--- src/rtl/tnsg_pkg.sv ---
// shared types, constants and the amplitude table of the sound generator
// no dependencies
`default_nettype none

package tnsg_pkg;

	localparam int DIV_W = 10;
	localparam int ATT_W = 4;
	localparam int AMP_W = 10;
	localparam int SAMPLE_W = 12;
	localparam int LFSR_W = 16;
	localparam int NUM_CH = 4;

	localparam logic OP_WRITE = 1'b0;
	localparam logic OP_TICK = 1'b1;

	localparam logic [1:0] TONE3_CH = 2'd2;
	localparam logic [1:0] NOISE_CH = 2'd3;

	localparam logic [1:0] RATE_16 = 2'd0;
	localparam logic [1:0] RATE_32 = 2'd1;
	localparam logic [1:0] RATE_64 = 2'd2;
	localparam logic [1:0] RATE_TONE3 = 2'd3;

	localparam logic [DIV_W-1:0] NOISE_DIV_16 = 10'h010;
	localparam logic [DIV_W-1:0] NOISE_DIV_32 = 10'h020;
	localparam logic [DIV_W-1:0] NOISE_DIV_64 = 10'h040;

	localparam logic [ATT_W-1:0] ATT_SILENT = 4'hF;

	localparam logic [LFSR_W-1:0] LFSR_SEED = 16'h4000;
	localparam logic [LFSR_W-1:0] TAP_WHITE = 16'hF037;
	localparam logic [LFSR_W-1:0] TAP_PERIODIC = 16'h8000;

	// one request after the input register, decoded
	typedef struct packed {
		logic wr;
		logic tick;
		logic [7:0] data;
	} item_t;

	// programmed channel settings
	typedef struct packed {
		logic [NUM_CH-1:0][DIV_W-1:0] divider;
		logic [NUM_CH-1:0][ATT_W-1:0] atten;
		logic white;
		logic follows_tone3;
	} regs_t;

	function automatic logic [AMP_W-1:0] amp_of(input logic [ATT_W-1:0] att);
		logic [AMP_W-1:0] a;
		case (att)
			4'd0: a = 10'd1023;
			4'd1: a = 10'd813;
			4'd2: a = 10'd646;
			4'd3: a = 10'd513;
			4'd4: a = 10'd407;
			4'd5: a = 10'd323;
			4'd6: a = 10'd257;
			4'd7: a = 10'd205;
			4'd8: a = 10'd162;
			4'd9: a = 10'd128;
			4'd10: a = 10'd102;
			4'd11: a = 10'd81;
			4'd12: a = 10'd64;
			4'd13: a = 10'd51;
			4'd14: a = 10'd40;
			default: a = 10'd0;
		endcase
		return a;
	endfunction

endpackage

`default_nettype wire

--- src/rtl/tnsg_cmd_regs.sv ---
// command byte decode and the channel setting registers
// depends on tnsg_pkg
`default_nettype none

module tnsg_cmd_regs (
	input  logic clk,
	input  logic arst_n,
	input  tnsg_pkg::item_t item,
	output tnsg_pkg::regs_t regs
);
	import tnsg_pkg::*;

	logic [1:0] latched_q;
	regs_t regs_q;
	logic [1:0] ch;

	assign ch = item.data[6:5];
	assign regs = regs_q;

	always_ff @(posedge clk or negedge arst_n) begin
		if (!arst_n) begin
			latched_q <= 2'd0;
			regs_q.divider <= '0;
			regs_q.atten <= {NUM_CH{ATT_SILENT}};
			regs_q.white <= 1'b0;
			regs_q.follows_tone3 <= 1'b0;
		end else if (item.wr) begin
			if (item.data[7]) begin
				latched_q <= ch;
				if (item.data[4]) begin
					regs_q.atten[ch] <= item.data[3:0];
				end else if (ch != NOISE_CH) begin
					regs_q.divider[ch][3:0] <= item.data[3:0];
				end else begin
					regs_q.white <= item.data[2];
					regs_q.follows_tone3 <= (item.data[1:0] == RATE_TONE3);
					case (item.data[1:0])
						RATE_16: regs_q.divider[NOISE_CH] <= NOISE_DIV_16;
						RATE_32: regs_q.divider[NOISE_CH] <= NOISE_DIV_32;
						RATE_64: regs_q.divider[NOISE_CH] <= NOISE_DIV_64;
						default: ;
					endcase
				end
			end else if (latched_q != NOISE_CH) begin
				// data byte sets the high divider bits of the latched tone
				regs_q.divider[latched_q][DIV_W-1:4] <= item.data[5:0];
			end
		end
	end

endmodule

`default_nettype wire

--- src/rtl/tnsg_tone_ch.sv ---
// one square-wave tone channel: down-counter and output level
// depends on tnsg_pkg
`default_nettype none

module tnsg_tone_ch (
	input  logic clk,
	input  logic arst_n,
	input  logic tick,
	input  logic [tnsg_pkg::DIV_W-1:0] divider,
	output logic level_nxt
);
	import tnsg_pkg::*;

	logic [DIV_W-1:0] cnt_q;
	logic lvl_q;
	logic reload;

	assign reload = (cnt_q == '0);
	assign level_nxt = (tick && reload) ? !lvl_q : lvl_q;

	always_ff @(posedge clk or negedge arst_n) begin
		if (!arst_n) begin
			cnt_q <= '0;
			lvl_q <= 1'b0;
		end else if (tick) begin
			lvl_q <= level_nxt;
			cnt_q <= reload ? divider : cnt_q - 1'b1;
		end
	end

endmodule

`default_nettype wire

--- src/rtl/tnsg_noise_ch.sv ---
// noise channel: down-counter and 16-bit shift register
// depends on tnsg_pkg
`default_nettype none

module tnsg_noise_ch (
	input  logic clk,
	input  logic arst_n,
	input  logic tick,
	input  logic [tnsg_pkg::DIV_W-1:0] divider,
	input  logic [tnsg_pkg::DIV_W-1:0] tone3_divider,
	input  logic follows_tone3,
	input  logic white,
	output logic level_nxt
);
	import tnsg_pkg::*;

	logic [DIV_W-1:0] cnt_q;
	logic [LFSR_W-1:0] sr_q;
	logic [LFSR_W-1:0] sr_nxt;
	logic [LFSR_W-1:0] taps;
	logic lvl_q;
	logic reload;

	assign reload = (cnt_q == '0);
	assign taps = white ? TAP_WHITE : TAP_PERIODIC;
	assign sr_nxt = {1'b0, sr_q[LFSR_W-1:1]} ^ (sr_q[0] ? taps : '0);
	assign level_nxt = (tick && reload) ? sr_q[0] : lvl_q;

	always_ff @(posedge clk or negedge arst_n) begin
		if (!arst_n) begin
			cnt_q <= '0;
			sr_q <= LFSR_SEED;
			lvl_q <= 1'b0;
		end else if (tick) begin
			lvl_q <= level_nxt;
			if (reload) begin
				cnt_q <= follows_tone3 ? tone3_divider : divider;
				sr_q <= sr_nxt;
			end else begin
				cnt_q <= cnt_q - 1'b1;
			end
		end
	end

endmodule

`default_nettype wire

--- src/rtl/tnsg_mixer.sv ---
// amplitude lookup, four-way sum and the sample output register
// depends on tnsg_pkg
`default_nettype none

module tnsg_mixer (
	input  logic clk,
	input  logic arst_n,
	input  logic load,
	input  logic [tnsg_pkg::NUM_CH-1:0] level,
	input  logic [tnsg_pkg::NUM_CH-1:0][tnsg_pkg::ATT_W-1:0] atten,
	input  logic sample_stall,
	output logic sample_valid,
	output logic [tnsg_pkg::SAMPLE_W-1:0] sample,
	output logic out_free
);
	import tnsg_pkg::*;

	logic valid_q;
	logic [SAMPLE_W-1:0] sample_q;
	logic [NUM_CH-1:0][AMP_W-1:0] amp;
	logic [SAMPLE_W-1:0] sum;

	always_comb begin
		for (int i = 0; i < NUM_CH; i++) begin
			amp[i] = level[i] ? amp_of(atten[i]) : '0;
		end
	end

	assign sum = (SAMPLE_W'(amp[0]) + SAMPLE_W'(amp[1]))
		+ (SAMPLE_W'(amp[2]) + SAMPLE_W'(amp[3]));

	assign out_free = !valid_q || !sample_stall;
	assign sample_valid = valid_q;
	assign sample = sample_q;

	always_ff @(posedge clk or negedge arst_n) begin
		if (!arst_n) begin
			valid_q <= 1'b0;
		end else if (load) begin
			valid_q <= 1'b1;
		end else if (!sample_stall) begin
			valid_q <= 1'b0;
		end
	end

	always_ff @(posedge clk) begin
		if (load) begin
			sample_q <= sum;
		end
	end

endmodule

`default_nettype wire

--- src/rtl/tone_noise_sound_generator_top.sv ---
// a tick request passes the input register, then its sample lands in the output register
// throughput: one request per cycle, writes and ticks alike, set by the single update stage;
// a tick stalls the input while the sample before it is held; writes pass a waiting sample
// reset: dividers and counters zero, channels silent, levels low, noise register at 0x4000
// depends on tnsg_pkg, tnsg_cmd_regs, tnsg_tone_ch, tnsg_noise_ch, tnsg_mixer
`default_nettype none

module tone_noise_sound_generator_top (
	input  logic clk,
	input  logic arst_n,
	input  logic item_valid,
	output logic item_stall,
	input  logic op,
	input  logic [7:0] data,
	output logic sample_valid,
	input  logic sample_stall,
	output logic [tnsg_pkg::SAMPLE_W-1:0] sample
);
	import tnsg_pkg::*;

	logic valid_s1;
	logic op_s1;
	logic [7:0] data_s1;
	logic proc_ok;
	logic accept;
	logic fire;
	logic out_free;
	item_t item;
	regs_t regs;
	logic [NUM_CH-1:0] level_nxt;

	// a write never needs the output slot, a tick needs it free
	assign proc_ok = !valid_s1 || (op_s1 == OP_WRITE) || out_free;
	assign item_stall = !proc_ok;
	assign accept = item_valid && proc_ok;
	assign fire = valid_s1 && proc_ok;

	assign item.wr = fire && (op_s1 == OP_WRITE);
	assign item.tick = fire && (op_s1 == OP_TICK);
	assign item.data = data_s1;

	always_ff @(posedge clk or negedge arst_n) begin
		if (!arst_n) begin
			valid_s1 <= 1'b0;
		end else if (proc_ok) begin
			valid_s1 <= accept;
		end
	end

	always_ff @(posedge clk) begin
		if (accept) begin
			op_s1 <= op;
			data_s1 <= data;
		end
	end

	tnsg_cmd_regs u_regs (
		.clk(clk),
		.arst_n(arst_n),
		.item(item),
		.regs(regs)
	);

	for (genvar g = 0; g < NUM_CH - 1; g++) begin : g_tone
		tnsg_tone_ch u_tone (
			.clk(clk),
			.arst_n(arst_n),
			.tick(item.tick),
			.divider(regs.divider[g]),
			.level_nxt(level_nxt[g])
		);
	end

	tnsg_noise_ch u_noise (
		.clk(clk),
		.arst_n(arst_n),
		.tick(item.tick),
		.divider(regs.divider[NOISE_CH]),
		.tone3_divider(regs.divider[TONE3_CH]),
		.follows_tone3(regs.follows_tone3),
		.white(regs.white),
		.level_nxt(level_nxt[NOISE_CH])
	);

	tnsg_mixer u_mix (
		.clk(clk),
		.arst_n(arst_n),
		.load(item.tick),
		.level(level_nxt),
		.atten(regs.atten),
		.sample_stall(sample_stall),
		.sample_valid(sample_valid),
		.sample(sample),
		.out_free(out_free)
	);

endmodule

`default_nettype wire

--- config.mk ---
export PLATFORM = sky130hd
export DESIGN_NAME = tone_noise_sound_generator_top
export DESIGN_NICKNAME = d
export VERILOG_FILES = /design/src/rtl/tnsg_pkg.sv /design/src/rtl/tnsg_cmd_regs.sv /design/src/rtl/tnsg_tone_ch.sv /design/src/rtl/tnsg_noise_ch.sv /design/src/rtl/tnsg_mixer.sv /design/src/rtl/tone_noise_sound_generator_top.sv
export SDC_FILE = /design/constraint.sdc
export NUM_CORES = 1
export LEC_CHECK = 0
export CORE_MARGIN = 2
export CORE_UTILIZATION = 50
export CTS_CLUSTER_SIZE = 30
export DETAILED_ROUTE_END_ITERATION = 8
export DONT_BUFFER_PORTS = 1
export SETUP_SLACK_MARGIN = 0.5
export SYNTH_ARGS = -nofsm -noshare
export SYNTH_HDL_FRONTEND = slang
export SYNTH_SLANG_ARGS = --single-unit
export TNS_END_PERCENT = 10
--- constraint.sdc ---
create_clock -name clk -period 6 [get_ports clk]
set_clock_uncertainty 0.15 [all_clocks]
set_input_delay 1.2 -clock clk [delete_from_list [all_inputs] [get_ports clk]]
set_output_delay 1.2 -clock clk [all_outputs]
set_load 0.01 [all_outputs]
---- After elaboration in Yosys (flattened, before gate mapping) ----
Memory sizes are Yosys's and may differ from the RTL's.
Index checks and enable logic that the tools add are counted.
cells by class
  add/subtract/negate cells ............... 7
  $lt $le $gt $ge ......................... 4
  equality and inequality tests ........... 9
  muxes and demuxes ....................... 32
  bitwise gates (word level) .............. 4
  reductions and logical operators ........ 32
operators with widths
  cell                     count
  $mux W40                 3
  $mux W10                 11
  $bwmux W40               2
  $demux W10 S2            2
  $logic_not A10 Y1        4
  $sub A10 B1 Y10 const B  4
  $mux W30                 1
  $pmux W10 S3             1
  $add A10 B10 Y11         2
  $bwmux W16               1
  $mux W16                 1
  $xor A15 B16 Y16         1
  $mux W15                 1
  $add A12 B12 Y12         1
  $reduce_and A4 Y1        3
  $logic_and A1 B1 Y1      10
  $demux W4 S2             1
  $mux W4                  2
  $logic_not A1 Y1         7
  $lt A2 B3 Y1 const B     2
  $mux W1                  6
  $ne A2 B2 Y1 const B     3
  $ne A5 B1 Y1 const B     1
  $eq A2 B2 Y1 const B     2
  9 further kinds          16
word-level totals
  bits in registers ....................... 143
  bits in read-only memories .............. 640
  logic and storage cells ................. 117
  memories kept ........................... 4
memory list
  name             depth  bits a word  rd ports  clocked after Yosys merged registers in  write ports  line            text
  (no name shown)  16     10           1         0                                        0            tnsg_pkg.sv:52  case (att)
  (no name shown)  16     10           1         0                                        0            tnsg_pkg.sv:52
  (no name shown)  16     10           1         0                                        0            tnsg_pkg.sv:52
  (no name shown)  16     10           1         0                                        0            tnsg_pkg.sv:52

---- Depth between registers and ports, before layout ----
Gate-level depths: netlist of the first run.
  depth after elaboration ................. 10
  gate-level depth with buffers ........... 23
  depth with buffers taken out ............ 21

---- Modules after synthesis ----
From an unflattened synthesis of the first run, not the netlist that was laid out.
unflattened totals
  cell total of the unflattened synthesis .. 841
  area, all modules ....................... 8703.3 sq um
modules (own cells, without submodules)
  module                          instances  cells each  area each (sq um)  sequential area each (sq um)
  tnsg_mixer                      1          299         2521.2             385.4
  tnsg_cmd_regs                   1          156         2413.6             1521.5
  tnsg_tone_ch                    3          74          674.4              275.3
  tnsg_noise_ch                   1          148         1397.6             676.9
  tone_noise_sound_generator_top  1          16          347.8              295.3

---- Worst setup path after synthesis of the first run ----
Ideal clock, no wire load.
  path kind ............................... input port to flip-flop
  start point ............................. in sample_stall
  end point ............................... reg u_mix.sample_q[10], in the netlist u_mix.sample[10] (data pin)
  arrival ................................. 4.606 ns
  required time ........................... 5.588 ns
  setup slack ............................. 0.982 ns
  stages on the path ...................... 19
  buffers on the path ..................... 2
  cells stage by stage .................... nand2_1 > and4b_1 > nand2_4 > mux2i_2 > buf_4 > a211oi_1 > ha_1 > and3_1 > a2111oi_2 > o21bai_1 > a21oi_1 > xnor2_1 > ha_1 > clkbuf_1 > nand4_1 > a211oi_1 > nor4_1 > o21bai_1 > xor2_1
between the ends
  cells in the longest elaborated chain, start to end .. 10
  elaborated cells on any way between the ends .. 20
  classes of those cells .................. add/sub: 3; mux: 8; reduce/logical: 9
RTL lines
  element                                        line                                     text
  start, declared                                tone_noise_sound_generator_top.sv:16     input logic sample_stall,
  $logic_not A1 Y1 (*)                           tnsg_mixer.sv:32                         assign out_free = !valid_q || !sample_stall;
  $logic_or A1 B1 Y1 (*)                         tnsg_mixer.sv:32
  $logic_or A1 B1 Y1 (*)                         tone_noise_sound_generator_top.sv:33     assign proc_ok = !valid_s1 || (op_s1 == OP_WRITE) || out_free;
  $logic_and A1 B1 Y1 (*)                        tone_noise_sound_generator_top.sv:36     assign fire = valid_s1 && proc_ok;
  $logic_and A1 B1 Y1 (*)                        tone_noise_sound_generator_top.sv:39     assign item.tick = fire && (op_s1 == OP_TICK);
  $logic_and A1 B1 Y1, on equally long branches  tnsg_tone_ch.sv:19, tnsg_noise_ch.sv:27
  $mux W1, on equally long branches              tnsg_tone_ch.sv:19, tnsg_noise_ch.sv:27
  $mux W10                                       tnsg_mixer.sv:25                         amp[i] = level[i] ? amp_of(atten[i]) : '0;
  $add A10 B10 Y11, on equally long branches     tnsg_mixer.sv:29, tnsg_mixer.sv:30
  $add A12 B12 Y12 (*)                           tnsg_mixer.sv:30                         + (SAMPLE_W'(amp[2]) + SAMPLE_W'(amp[3]));
  via u_mix.sum[10]                              tnsg_mixer.sv:21                         logic [SAMPLE_W-1:0] sum;
  end signal, assigned                           tnsg_mixer.sv:48                         sample_q <= sum;
  end, declared                                  tnsg_mixer.sv:19                         logic [SAMPLE_W-1:0] sample_q;
Mark *: on every way through the listed nets, which the timed path passes. The rest lies on a longest branch.
A chain may end at the register's enable or synchronous reset.

---- Final worst setup path of the first run ----
Same ends and word-level chain as after synthesis.

==> summary.txt, run 1 <==
Timing
  – F_max: between 150 and 200 MHz
  – RSZ-0062 raised after global routing: no
  – Post-layout min period: between 5 and 6 ns
  – Endpoints failing hold: 0
  – Final worst path period share: 0.8431
  – Number of max-slew violations in the final report: 0
  – Count of endpoints failing setup in the final report: 0
  – PnR worst setup slack: about 0.94 ns
  – Slew at the pin with the worst max-slew slack: about 0.97 ns
  – Max transition margin: 0.3464
  – Total Neg Setup Slack: 0 ns
  – Post-Route Hold Slack: about 0.32 ns

Setup path
  – Number of buffer and inverter instances along the worst setup path: 0
  – Kind of cell adding the most delay to the critical path: simple AND/OR/NAND/NOR gates
  – Classification of the worst setup path: in -> reg
  – Worst path max stage delay: around 0.50 ns
  – Endpoint class of the critical path: flop
  – Arrival time worst endpoint: roughly 5.1 ns
  – Start of the worst register-to-register path: valid_s1
  – CP max-delay cell: sky130_fd_sc_hd__a2111oi_2
  – Worst R2R Path Depth: 17
  – Worst reg2reg setup slack: 1.07 ns
  – Critical path, cell by cell: nand2_2, and4b_1, nand2_4, mux2i_4, a211oi_1, ha_1, and3_1, a2111oi_2, o21bai_1, a21oi_1, xnor2_1, ha_1, nand4_1, a211oi_1, nor4_1, o21bai_1, xor2_1
  – CP required: between 6 and 7 ns
  – Worst-path fanout max: 24
  – Reg2reg end: u_mix.sample[10]
  – Worst setup SP type: input port

Floorplanning
  – Die ar.: approximately 19000 um^2
  – Vert. Die Dim: around 140 um
  – Num ports: 27
  – Cell row count: 48
  – Die Width: ~140 um
  – Placeable core area: around 17000 um^2
  – Effective utilization at floorplan: 0.5123

Clock network
  – CTS root buf: sky130_fd_sc_hd__clkbuf_16
  – Max H-tree Level: 4
  – Hold buffers post-CTS: 0
  – Number of buffers on the longest clock path: 2
  – Setup repair bufs after CTS: 0
  – Number of buffers inserted during clock tree synthesis: 17
  – Post-cts repair resize count: 0
  – TritonCTS sink count: between 100 and 150
  – CTS tree: yes
  – Clock latency at the later pin of the worst-skew pair: roughly 0.42 ns
  – Clock-pin slew of the registers on the worst-case setup and hold paths: around 0.070 ns

Final layout
  – Area grow syn2layout: 8.583%
  – Filler cell count in the final layout: 1524
  – Total Nets Final: between 900 and 1000
  – Ratio of cells with drive above 1 in the final layout: 0.1232
  – # diodes: 0

Synthesis
  – Number of instances in the synthesized netlist: roughly 930
  – Netlist Area Pre-Place: about 8900 um^2
  – Prevailing post-synth register cell: sky130_fd_sc_hd__dfrtp_1
  – Nets in the synthesized netlist: around 1000
  – Fraction of the yosys area taken by sequential cells: 0.4166
  – Post-synthesis area per instance: about 9.6 um^2
  – Post-synth ARST share: 0.8531
  – Post-synthesis sequential element count: roughly 140
  – Warning count from the yosys run: 0
  – Library cells used by synthesis: 70
  – Number of flops mapped to enable cells by yosys: 21

Power and ir drop
  – Total leakage power: 4.189 nW
  – Max rail drop VDD: about 260 uV
  – Areal power density over the cells: about 440 nW/um^2

Drt
  – Number of DRC violations after detailed routing: 0
  – Mean number of vias per cell: ~5.8
  – Routed via count: around 6700
  – Sum of routed wire length over all layers: roughly 20000 um
  – Detailed-route wire length per cell: 16.96 um
  – Number of nets with antenna violations after routing: 0
  – Iteration-0 DRC count of the detailed router: ~500
  – Length of the first detailed-routing pass in iterations: 5

GRT
  – Via count of the first global-routing pass: about 6500
  – Global route overflow: 0
  – Maximum number of pins on one net before global-route repair: 123
  – Antenna violations before repair: 0
  – Total global-route track usage: 0.2204
  – Global-route wire length before repair: approximately 32000 um

Status
  – Result of the run: complete, no violations

Placement
  – Final weighted congestion in routability-driven placement: 0.8520
  – Number of buffers added on ports: 0
  – Setup slack after placement: 0.3147 ns
  – Post-detailed-placement half-perimeter wirelength: about 14000 um

Flow run
  – Max-cap viol count: 0

Hold path
  – Worst min-delay path category: in -> async
-- sequential cells by signal (all words and copies together), names as in the netlist --
| name | flops |
|---|---|
| u_noise.sr_q | 16 |
| u_noise.cnt_q | 10 |
| g_tone.u_tone.cnt_q | 30 |
| u_mix.sample | 12 |
| valid_s1 | 1 |
| g_tone.u_tone.lvl_q | 3 |
| data_s1 | 8 |
| u_noise.lvl_q | 1 |
| op_s1 | 1 |
| u_regs.regs | 58 |
| u_regs.latched_q | 2 |
| u_mix.sample_valid | 1 |
-- where the power goes --
part	switching [W]	leakage (nW)	internal, W
Clock	0.000418	0.281	0.000657
Sequential	0.000345	1.71	0.00133
Combinational	0.000868	2.20	0.000681
-- cell families after synthesis --
| group | synth area share |
|---|---|
| buf+inv | 0.03883 |
| mux | 0.07823 |
| simple gates | 0.1620 |
| flops | 0.4166 |
| fa+ha+maj | 0.09681 |
| compound gates | 0.1711 |
| xor+xnor | 0.03644 |
-- synth_stat cells, types with 16 or more instances --
cell | instances | area share
sky130_fd_sc_hd__nor2_1 | 70 | 0.030
sky130_fd_sc_hd__dfstp_2 | 17 | 0.050
sky130_fd_sc_hd__nand3_1 | 18 | 0.010
sky130_fd_sc_hd__nand2_1 | 87 | 0.037
sky130_fd_sc_hd__o21ai_0 | 75 | 0.042
sky130_fd_sc_hd__mux2i_1 | 22 | 0.025
sky130_fd_sc_hd__dfrtp_1 | 105 | 0.30
sky130_fd_sc_hd__clkbuf_1 | 28 | 0.012
sky130_fd_sc_hd__edfxtp_1 | 21 | 0.071
sky130_fd_sc_hd__nor2b_1 | 16 | 0.011
sky130_fd_sc_hd__mux2_2 | 41 | 0.052
sky130_fd_sc_hd__ha_1 | 64 | 0.090
sky130_fd_sc_hd__a21oi_1 | 70 | 0.039
sky130_fd_sc_hd__nor3_1 | 28 | 0.016
sky130_fd_sc_hd__xnor2_1 | 24 | 0.024
sky130_fd_sc_hd__inv_1 | 45 | 0.019
-- routing by layer --
metal  wire, um  global-route usage  part of all wire  up-vias
met5          0                   0                 0        -
met4        272             0.06415             0.014        0
met3        718             0.03716             0.037       27
met2       9121              0.3541              0.47      139
met1       9397              0.3077              0.48     3246
li1           -                   -                 -     3304
-- placed cells by master, fill, tap and decap left out, drive strengths merged, types with 7 or more instances in the layout --
master and instances:
nor3 32, nand3 19, dfrtp 105, and2 10
dfstp 17, xor2 13, a21oi 70, o21ai 75
nor2 71, nand2b 9, o211ai 10, a211oi 17
or3 9, ha 64, nor2b 16, nand2 88
xnor2 24, mux2 41, inv 48, edfxtp 21
a31oi 11, o31ai 7, clkbuf 20, mux2i 23
-- through the flow --
step	utilization	cells	power (W)	cell area, um^2
floorplan	-	927	0.002827	8892
global placement	0.5208	1118	0.003157	9039
detailed placement	0.5208	1118	0.003213	9039
CTS	0.5552	1150	0.004307	9637
global route	0.5563	1150	0.004607	9656
finish	0.5563	1150	0.004297	9656
-- worst max-delay path by stage --
stage | from | end | slack [ns] | cells past startpoint
2_1_floorplan | sample_stall | u_mix.sample[10] | 0.98 | 19
3_3_place_gp | sample_stall | u_mix.sample[10] | 0.45 | 17
3_5_place_dp | sample_stall | u_mix.sample[10] | 0.31 | 17
4_1_cts | sample_stall | u_mix.sample[10] | 0.74 | 17
5_1_grt | sample_stall | u_mix.sample[9] | 0.60 | 20
6_report | sample_stall | u_mix.sample[10] | 0.94 | 17
-- final cells by class --
class                      count  area, um^2  share of cell area
clock buffer                  20       436.7             0.04522
timing repair buffer           5       37.54            0.003888
multi-input combinational    699        4861              0.5034
clock inverter                12       161.4             0.01672
inverter                      46       172.7             0.01788
tap                          225       281.5             0.02916
sequential                   143        3705              0.3837
Power figures use the tool's default switching activity.
==> run 2, diff against run 1 <==
ABC_AREA = 1   (was unset)
PLACE_DENSITY = 0.68   (was unset)
clock period = 4.1 ns   (was 6 ns; I/O delays follow)
==> run 2 against run 1 <==
Wire length rose by 15%. Cell count rose by 40%. Critical path depth rose by 6. Total power rose to 2.6 times the previous value. Worst setup slack got worse by 0.62 ns. Combinational power rose to 4.5 times the previous value. Sequential power rose by 53%. Global-route usage rose by 0.77 points. Clock power rose by 53%. Via count rose by 26%.
==> summary.txt, run 2 <==
Status
  – Result of the run: complete, no violations

Timing
  – RSZ-0062 raised after global routing: yes
  – Post-layout min period: approximately 3.8 ns
  – Count of endpoints failing setup in the final report: 0
  – Number of max-slew violations in the final report: 0
  – PnR worst setup slack: around 0.33 ns
  – Final worst path period share: 0.9205
  – Max transition margin: 0.5827
  – Slew at the pin with the worst max-slew slack: 0.6236 ns
  – F_max: 265.0 MHz
  – Endpoints failing hold: 0

Drt
  – Iteration-0 DRC count of the detailed router: approximately 580
  – Number of nets with antenna violations after routing: 0
  – Number of DRC violations after detailed routing: 0
  – Detailed-route wire length per cell: around 14 um
  – Routed via count: ~8500
  – Length of the first detailed-routing pass in iterations: 5
  – Mean number of vias per cell: 5.270
  – Sum of routed wire length over all layers: 22410 um

Setup path
  – CP required: between 4 and 5 ns
  – Classification of the worst setup path: reg -> reg
  – Start of the worst register-to-register path: g_tone[1].u_tone.cnt_q[0]
  – Worst R2R Path Depth: 23
  – Worst setup path start: g_tone[1].u_tone.cnt_q[0]
  – Worst-path fanout max: 4
  – Worst reg2reg setup slack: between 0.3 and 0.4 ns
  – Worst setup SP type: flop
  – Endpoint class of the critical path: flop
  – Reg2reg end: u_mix.sample[9]
  – Endpoint of the worst setup timing path: u_mix.sample[9]
  – Arrival time worst endpoint: 3.82 ns

Synthesis
  – Post-synthesis sequential element count: between 100 and 150
  – Number of instances in the synthesized netlist: 1305
  – Largest cells by area after synthesis: sky130_fd_sc_hd__dfrtp_1 28%, sky130_fd_sc_hd__nand2_1 14%, sky130_fd_sc_hd__ha_1 8.4%
  – Fraction of the yosys area taken by sequential cells: 0.3894
  – Library cells used by synthesis: 38
  – Post-synthesis area per instance: ~7.3 um^2
  – Area share of the largest cell type after synthesis: 0.2762
  – Post-synth ARST share: 0.8531
  – Cell with the most instances after synthesis: sky130_fd_sc_hd__nand2_1
  – Nets in the synthesized netlist: ~1400
  – Cell type with the largest total area after synthesis: sky130_fd_sc_hd__dfrtp_1
  – Most frequent cells after synthesis: 362 x sky130_fd_sc_hd__nand2_1, 176 x sky130_fd_sc_hd__inv_1, 134 x sky130_fd_sc_hd__o21ai_0, 121 x sky130_fd_sc_hd__nor2_1, 105 x sky130_fd_sc_hd__dfrtp_1
  – Prevailing post-synth register cell: sky130_fd_sc_hd__dfrtp_1
  – Netlist Area Pre-Place: around 9500 um^2
  – Number of flops mapped to enable cells by yosys: 21
  – Warning count from the yosys run: 0

GRT
  – Antenna violations before repair: 0
  – Maximum number of pins on one net before global-route repair: 106
  – Global route overflow: 0
  – Global-route wire length before repair: between 30000 and 40000 um
  – Total global-route track usage: 0.2281
  – Via count of the first global-routing pass: 7945

Floorplanning
  – Die Width: about 140 um
  – Vert. Die Dim: ~140 um
  – Cell row count: 50
  – Effective utilization at floorplan: 0.5086
  – Placeable core area: about 19000 um^2
  – Num ports: 27
  – Die ar.: slightly above 20000 um^2

Clock network
  – Number of buffers on the longest clock path: 2
  – TritonCTS sink count: around 140
  – CTS root buf: sky130_fd_sc_hd__clkbuf_16
  – Clock latency at the later pin of the worst-skew pair: 0.43 ns
  – Clock-pin slew of the registers on the worst-case setup and hold paths: roughly 0.070 ns
  – Max H-tree Level: 4
  – CTS tree: yes
  – Number of buffers inserted during clock tree synthesis: 17

Power and ir drop
  – Total leakage power: ~5.5 nW
  – Areal power density over the cells: between 900 and 1000 nW/um^2
  – Max rail drop VDD: between 600 and 700 uV
  – Overall power consumption: ~0.011 W

Placement
  – Post-detailed-placement half-perimeter wirelength: between 15000 and 20000 um
  – Final weighted congestion in routability-driven placement: 0.8980
  – Setup slack after placement: -0.04764 ns
  – Number of buffers added on ports: 0

Final layout
  – Max FFs per register: 58
  – Commonest cells after routing, fill and taps aside: 349 x sky130_fd_sc_hd__nand2_1, 162 x sky130_fd_sc_hd__inv_1, 127 x sky130_fd_sc_hd__o21ai_0
  – Area grow syn2layout: 18.19%
  – Filler cell count in the final layout: between 1500 and 2000
  – Most frequent standard cell in the layout excluding fill and tap cells: sky130_fd_sc_hd__nand2_1
  – Total Nets Final: about 1400
  – # diodes: 0
  – Ratio of cells with drive above 1 in the final layout: 0.1737

Flow run
  – Max-cap viol count: 0

Hold path
  – Worst min-delay path category: in -> async
## run 2: cells by family (layout without fill, tap and decap cells)
| kind of cell | after synthesis | count (layout) | share of synthesized area |
|---|---|---|---|
| DFF | 143 | 143 | 0.3894 |
| adders and majority gates | 67 | 67 | 0.09048 |
| and+or+nand+nor | 643 | 643 | 0.2856 |
| xor gates and xnor gates | 27 | 27 | 0.02486 |
| buffers and inverters | 209 | 280 | 0.08732 |
| AOI/OAI and AO/OA | 216 | 216 | 0.1223 |
## run 2: where the power goes
part	internal (W)	switching [W]
Combinational	0.00299	0.00398
Sequential	0.00212	0.000424
Clock	0.00103	0.000614
Total	0.00614	0.00502
## run 2: final cells by class
class / count / area, um^2 / area share
tap: 234 / 292.8 / 0.02604
clock inverter: 8 / 128.9 / 0.01146
multi-input combinational: 953 / 5388 / 0.4791
timing repair buffer: 70 / 568.0 / 0.05052
clock buffer: 24 / 491.7 / 0.04373
sequential: 143 / 3705 / 0.3295
inverter: 178 / 670.6 / 0.05964
## run 2: worst min-delay path by stage
stage	slack, ns	cells past startpoint	start	end
6_report	0.08	0	arst_n	u_noise.sr_q[14]
3_3_place_gp	0.30	2	u_regs.regs[55]	u_regs.regs[55]
2_1_floorplan	0.29	2	u_regs.regs[48]	u_regs.regs[48]
4_1_cts	0.07	0	arst_n	u_noise.sr_q[14]
5_1_grt	0.06	0	arst_n	u_noise.sr_q[14]
3_5_place_dp	0.30	2	u_regs.regs[48]	u_regs.regs[48]
## run 2: routing by layer
layer / global-route usage / vias up / routed length, um
li1: - / 4322 / -
met1: 0.3143 / 3943 / 10710
met2: 0.3769 / 196 / 10650
met3: 0.03264 / 24 / 779
met4: 0.06684 / 0 / 264
met5: 0 / - / 0
## run 2: what timing repair did
action | CTS | global route
hold endpoints to repair | 105 | 0
buffers inserted | 26 | 21
gates resized for setup | 36 | 69
setup endpoints to repair | 9 | 9
gates cloned | 1 | 0
hold buffers | 1 | 0
pin swaps | 29 | 49
## run 2: worst max-delay path, cell delays in order (launching register included)
cell,delay (ns)
sky130_fd_sc_hd__dfrtp_1,0.39
sky130_fd_sc_hd__inv_2,0.08
sky130_fd_sc_hd__ha_4,0.12
sky130_fd_sc_hd__inv_2,0.04
sky130_fd_sc_hd__nor2_4,0.10
sky130_fd_sc_hd__nand3_2,0.12
sky130_fd_sc_hd__nor2_4,0.12
sky130_fd_sc_hd__buf_6,0.12
sky130_fd_sc_hd__nand3_2,0.06
sky130_fd_sc_hd__nand2_2,0.09
sky130_fd_sc_hd__inv_2,0.06
sky130_fd_sc_hd__nor2_2,0.08
sky130_fd_sc_hd__ha_2,0.18
sky130_fd_sc_hd__inv_2,0.04
sky130_fd_sc_hd__fa_2,0.36
sky130_fd_sc_hd__o21ai_4,0.21
sky130_fd_sc_hd__a21oi_2,0.08
sky130_fd_sc_hd__xor2_1,0.15
sky130_fd_sc_hd__ha_1,0.36
sky130_fd_sc_hd__a21o_1,0.23
sky130_fd_sc_hd__a21oi_2,0.14
sky130_fd_sc_hd__nand3_1,0.10
sky130_fd_sc_hd__nand2_1,0.07
sky130_fd_sc_hd__nand2_1,0.05
## run 2: per-stage QoR
| stage | instances | area (um^2) | setup TNS (ns) | hold slack (ns) | utilization |
|---|---|---|---|---|---|
| after floorplan | 1305 | 9545 | 0 | 0.2865 | - |
| after global placement | 1529 | 9833 | 0 | 0.2995 | 0.5257 |
| after detailed placement | 1529 | 9833 | -0.05394 | 0.3022 | 0.5257 |
| after CTS | 1589 | 10820 | 0 | 0.06947 | 0.5785 |
| after global routing | 1610 | 11240 | 0 | 0.06340 | 0.6011 |
| final | 1610 | 11240 | 0 | 0.08309 | 0.6011 |
==> run 3, diff against run 2 <==
CORE_UTILIZATION = 40   (was 50)
PLACE_DENSITY = unset   (was 0.68)
==> run 3 against run 2 <==
Critical path depth increased by 1. Non-clock buffer count decreased by 3. Worst setup slack improved by 0.022 ns. Cell area decreased by 0.29%. Sequential power about the same. Utilization decreased by 12 points. Count of clock-buffer cells in the layout decreased by 6. Largest power group unchanged.
==> summary.txt, run 3 (synthesized netlist as in run 2, its figures left out) <==
Floorplanning
  – Effective utilization at floorplan: 0.4065
  – Num ports: 27
  – Placeable core area: around 23000 um^2
  – Die Width: around 160 um
  – Vert. Die Dim: around 160 um
  – Die ar.: ~25000 um^2
  – Cell row count: 56

Power and ir drop
  – Max rail drop VDD: 768.4 uV
  – Total leakage power: 5.519 nW
  – Areal power density over the cells: ~1000 nW/um^2

Placement
  – Final weighted congestion in routability-driven placement: about 0.88
  – Number of buffers added on ports: 0
  – Post-detailed-placement half-perimeter wirelength: around 16000 um
  – Dpl cell area: between 10000 and 15000 um^2

Timing
  – Final worst path period share: 0.9153
  – Count of endpoints failing setup in the final report: 0
  – RSZ-0062 raised after global routing: yes
  – Total Neg Setup Slack: 0 ns
  – Max transition margin: 0.5723
  – Post-layout min period: 3.753 ns
  – F_max: between 200 and 300 MHz
  – Endpoints failing hold: 0
  – Number of max-slew violations in the final report: 0
  – Slew at the pin with the worst max-slew slack: 0.6392 ns

GRT
  – Global route overflow: 0
  – Global-route wire length before repair: ~38000 um
  – Via count of the first global-routing pass: between 7000 and 8000
  – Antenna violations before repair: 0
  – Maximum number of pins on one net before global-route repair: around 110
  – Total global-route track usage: 0.1901

Setup path
  – Worst-path fanout max: 4
  – CP required: between 4 and 5 ns
  – Kind of cell adding the most delay to the critical path: adder cells
  – CP max-delay cell: sky130_fd_sc_hd__dfrtp_1
  – Critical path, cell by cell: inv_2, ha_4, inv_4, nor2_4, nand3_2, nor2_4, buf_6, nand3_2, nand2_2, inv_2, nor2_2, ha_2, inv_2, fa_2, o21ai_4, a21oi_2, xor2_1, ha_1, buf_6, nand2_4, inv_2, a21oi_1, nand2_1, xor2_1
  – Classification of the worst setup path: reg -> reg
  – Worst setup SP type: flop
  – Cell repeated most along the worst path: sky130_fd_sc_hd__inv_2
  – Worst path max stage delay: roughly 0.4 ns
  – Worst setup path start: g_tone[1].u_tone.cnt_q[0]
  – Arrival time worst endpoint: 3.79 ns
  – Start of the worst register-to-register path: g_tone[1].u_tone.cnt_q[0]
  – Endpoint class of the critical path: flop
  – Number of buffer and inverter instances along the worst setup path: 7

Clock network
  – Number of buffers inserted during clock tree synthesis: 17
  – Clock-pin slew of the registers on the worst-case setup and hold paths: about 0.070 ns
  – TritonCTS sink count: around 140
  – Clock latency at the later pin of the worst-skew pair: roughly 0.42 ns
  – Number of buffers on the longest clock path: 2
  – CTS root buf: sky130_fd_sc_hd__clkbuf_16
  – CTS tree: yes
  – Max H-tree Level: 4

Final layout
  – Max FFs per register: 58
  – Final Instance Area: approximately 11000 um^2
  – Most frequent standard cell in the layout excluding fill and tap cells: sky130_fd_sc_hd__nand2_1
  – Commonest cells after routing, fill and taps aside: 348 x sky130_fd_sc_hd__nand2_1, 165 x sky130_fd_sc_hd__inv_1, 130 x sky130_fd_sc_hd__o21ai_0
  – Area grow syn2layout: 17.85%
  – Total Nets Final: between 1000 and 1500
  – Ratio of cells with drive above 1 in the final layout: 0.1646
  – # diodes: 0

Status
  – Result of the run: complete, no violations

Drt
  – Detailed-route wire length per cell: 13.33 um
  – Iteration-0 DRC count of the detailed router: roughly 400
  – Number of DRC violations after detailed routing: 0
  – Sum of routed wire length over all layers: 22550 um
  – Mean number of vias per cell: a little under 5
  – Length of the first detailed-routing pass in iterations: 5
  – Routed via count: 8305
  – Number of nets with antenna violations after routing: 0

Hold path
  – Worst min-delay path category: in -> async

Flow run
  – Max-cap viol count: 0
==> run 3: changes by cell type in the layout (fill, tap and decap cells not counted), sizes merged <==
cell / delta
buf: -3
clkinvlp: +1
clkbuf: -6
clkinv: +3
bufinv: -3
inv: +5
==> run 3: worst paths after layout <==
kind	to	depth (start not counted)	slack [ns]
max reg2reg	u_mix.sample[8]	24	0.35
min	u_regs.regs[13]	0	0.09
max	u_mix.sample[8]	24	0.35
min reg2reg	u_regs.regs[49]	2	0.32
min in group clk	u_regs.regs[49]	2	0.32
max in group asynchronous	g_tone[2].u_tone.cnt_q[9]	1	3.19
==> run 3: repair_timing <==
item	CTS	global route
hold buffers	1	0
hold endpoints to repair	105	0
gates resized for setup	56	29
cloned	0	0
endpoints found under the setup margin	9	9
pin swaps	35	31
setup buffers	16	9
==> run 3: cell type report <==
| type | count | area [um^2] |
|---|---|---|
| inverter | 178 | 673.1 |
| clock inverter | 14 | 150.1 |
| clock buffer | 18 | 429.2 |
| tap | 319 | 399.1 |
| fill | 2323 | 12190 |
| timing repair buffer | 67 | 546.8 |
| multi-input combinational | 953 | 5309 |
| sequential | 143 | 3705 |
==> run 3: through the flow <==
step                      hold slack, ns  std cells  power, W  setup slack, ns    util
after floorplan                   0.2865       1305  0.006710           0.2011       -
after global placement            0.3004       1634  0.008310          0.09356  0.4317
after detailed placement          0.3041       1634  0.008312          0.07077  0.4317
after CTS                        0.07477       1683   0.01069           0.3936  0.4716
after global routing             0.06185       1692   0.01231           0.1341  0.4791
final                            0.09302       1692   0.01123           0.3474  0.4791
==> run 3: power by group <==
group	internal (W)	leakage [nW]	total, W	switching, W
clock	0.000810	0.276	0.00151	0.000704
combinational	0.00317	3.57	0.00718	0.00401
sequential	0.00212	1.67	0.00254	0.000415
==> run 3: routing by layer <==
layer / wire [um] / share of wire / track usage
met5: 0 / 0 / 0
met4: 354 / 0.016 / 0.05405
met3: 681 / 0.030 / 0.02847
met2: 10880 / 0.48 / 0.3203
met1: 10630 / 0.47 / 0.2545
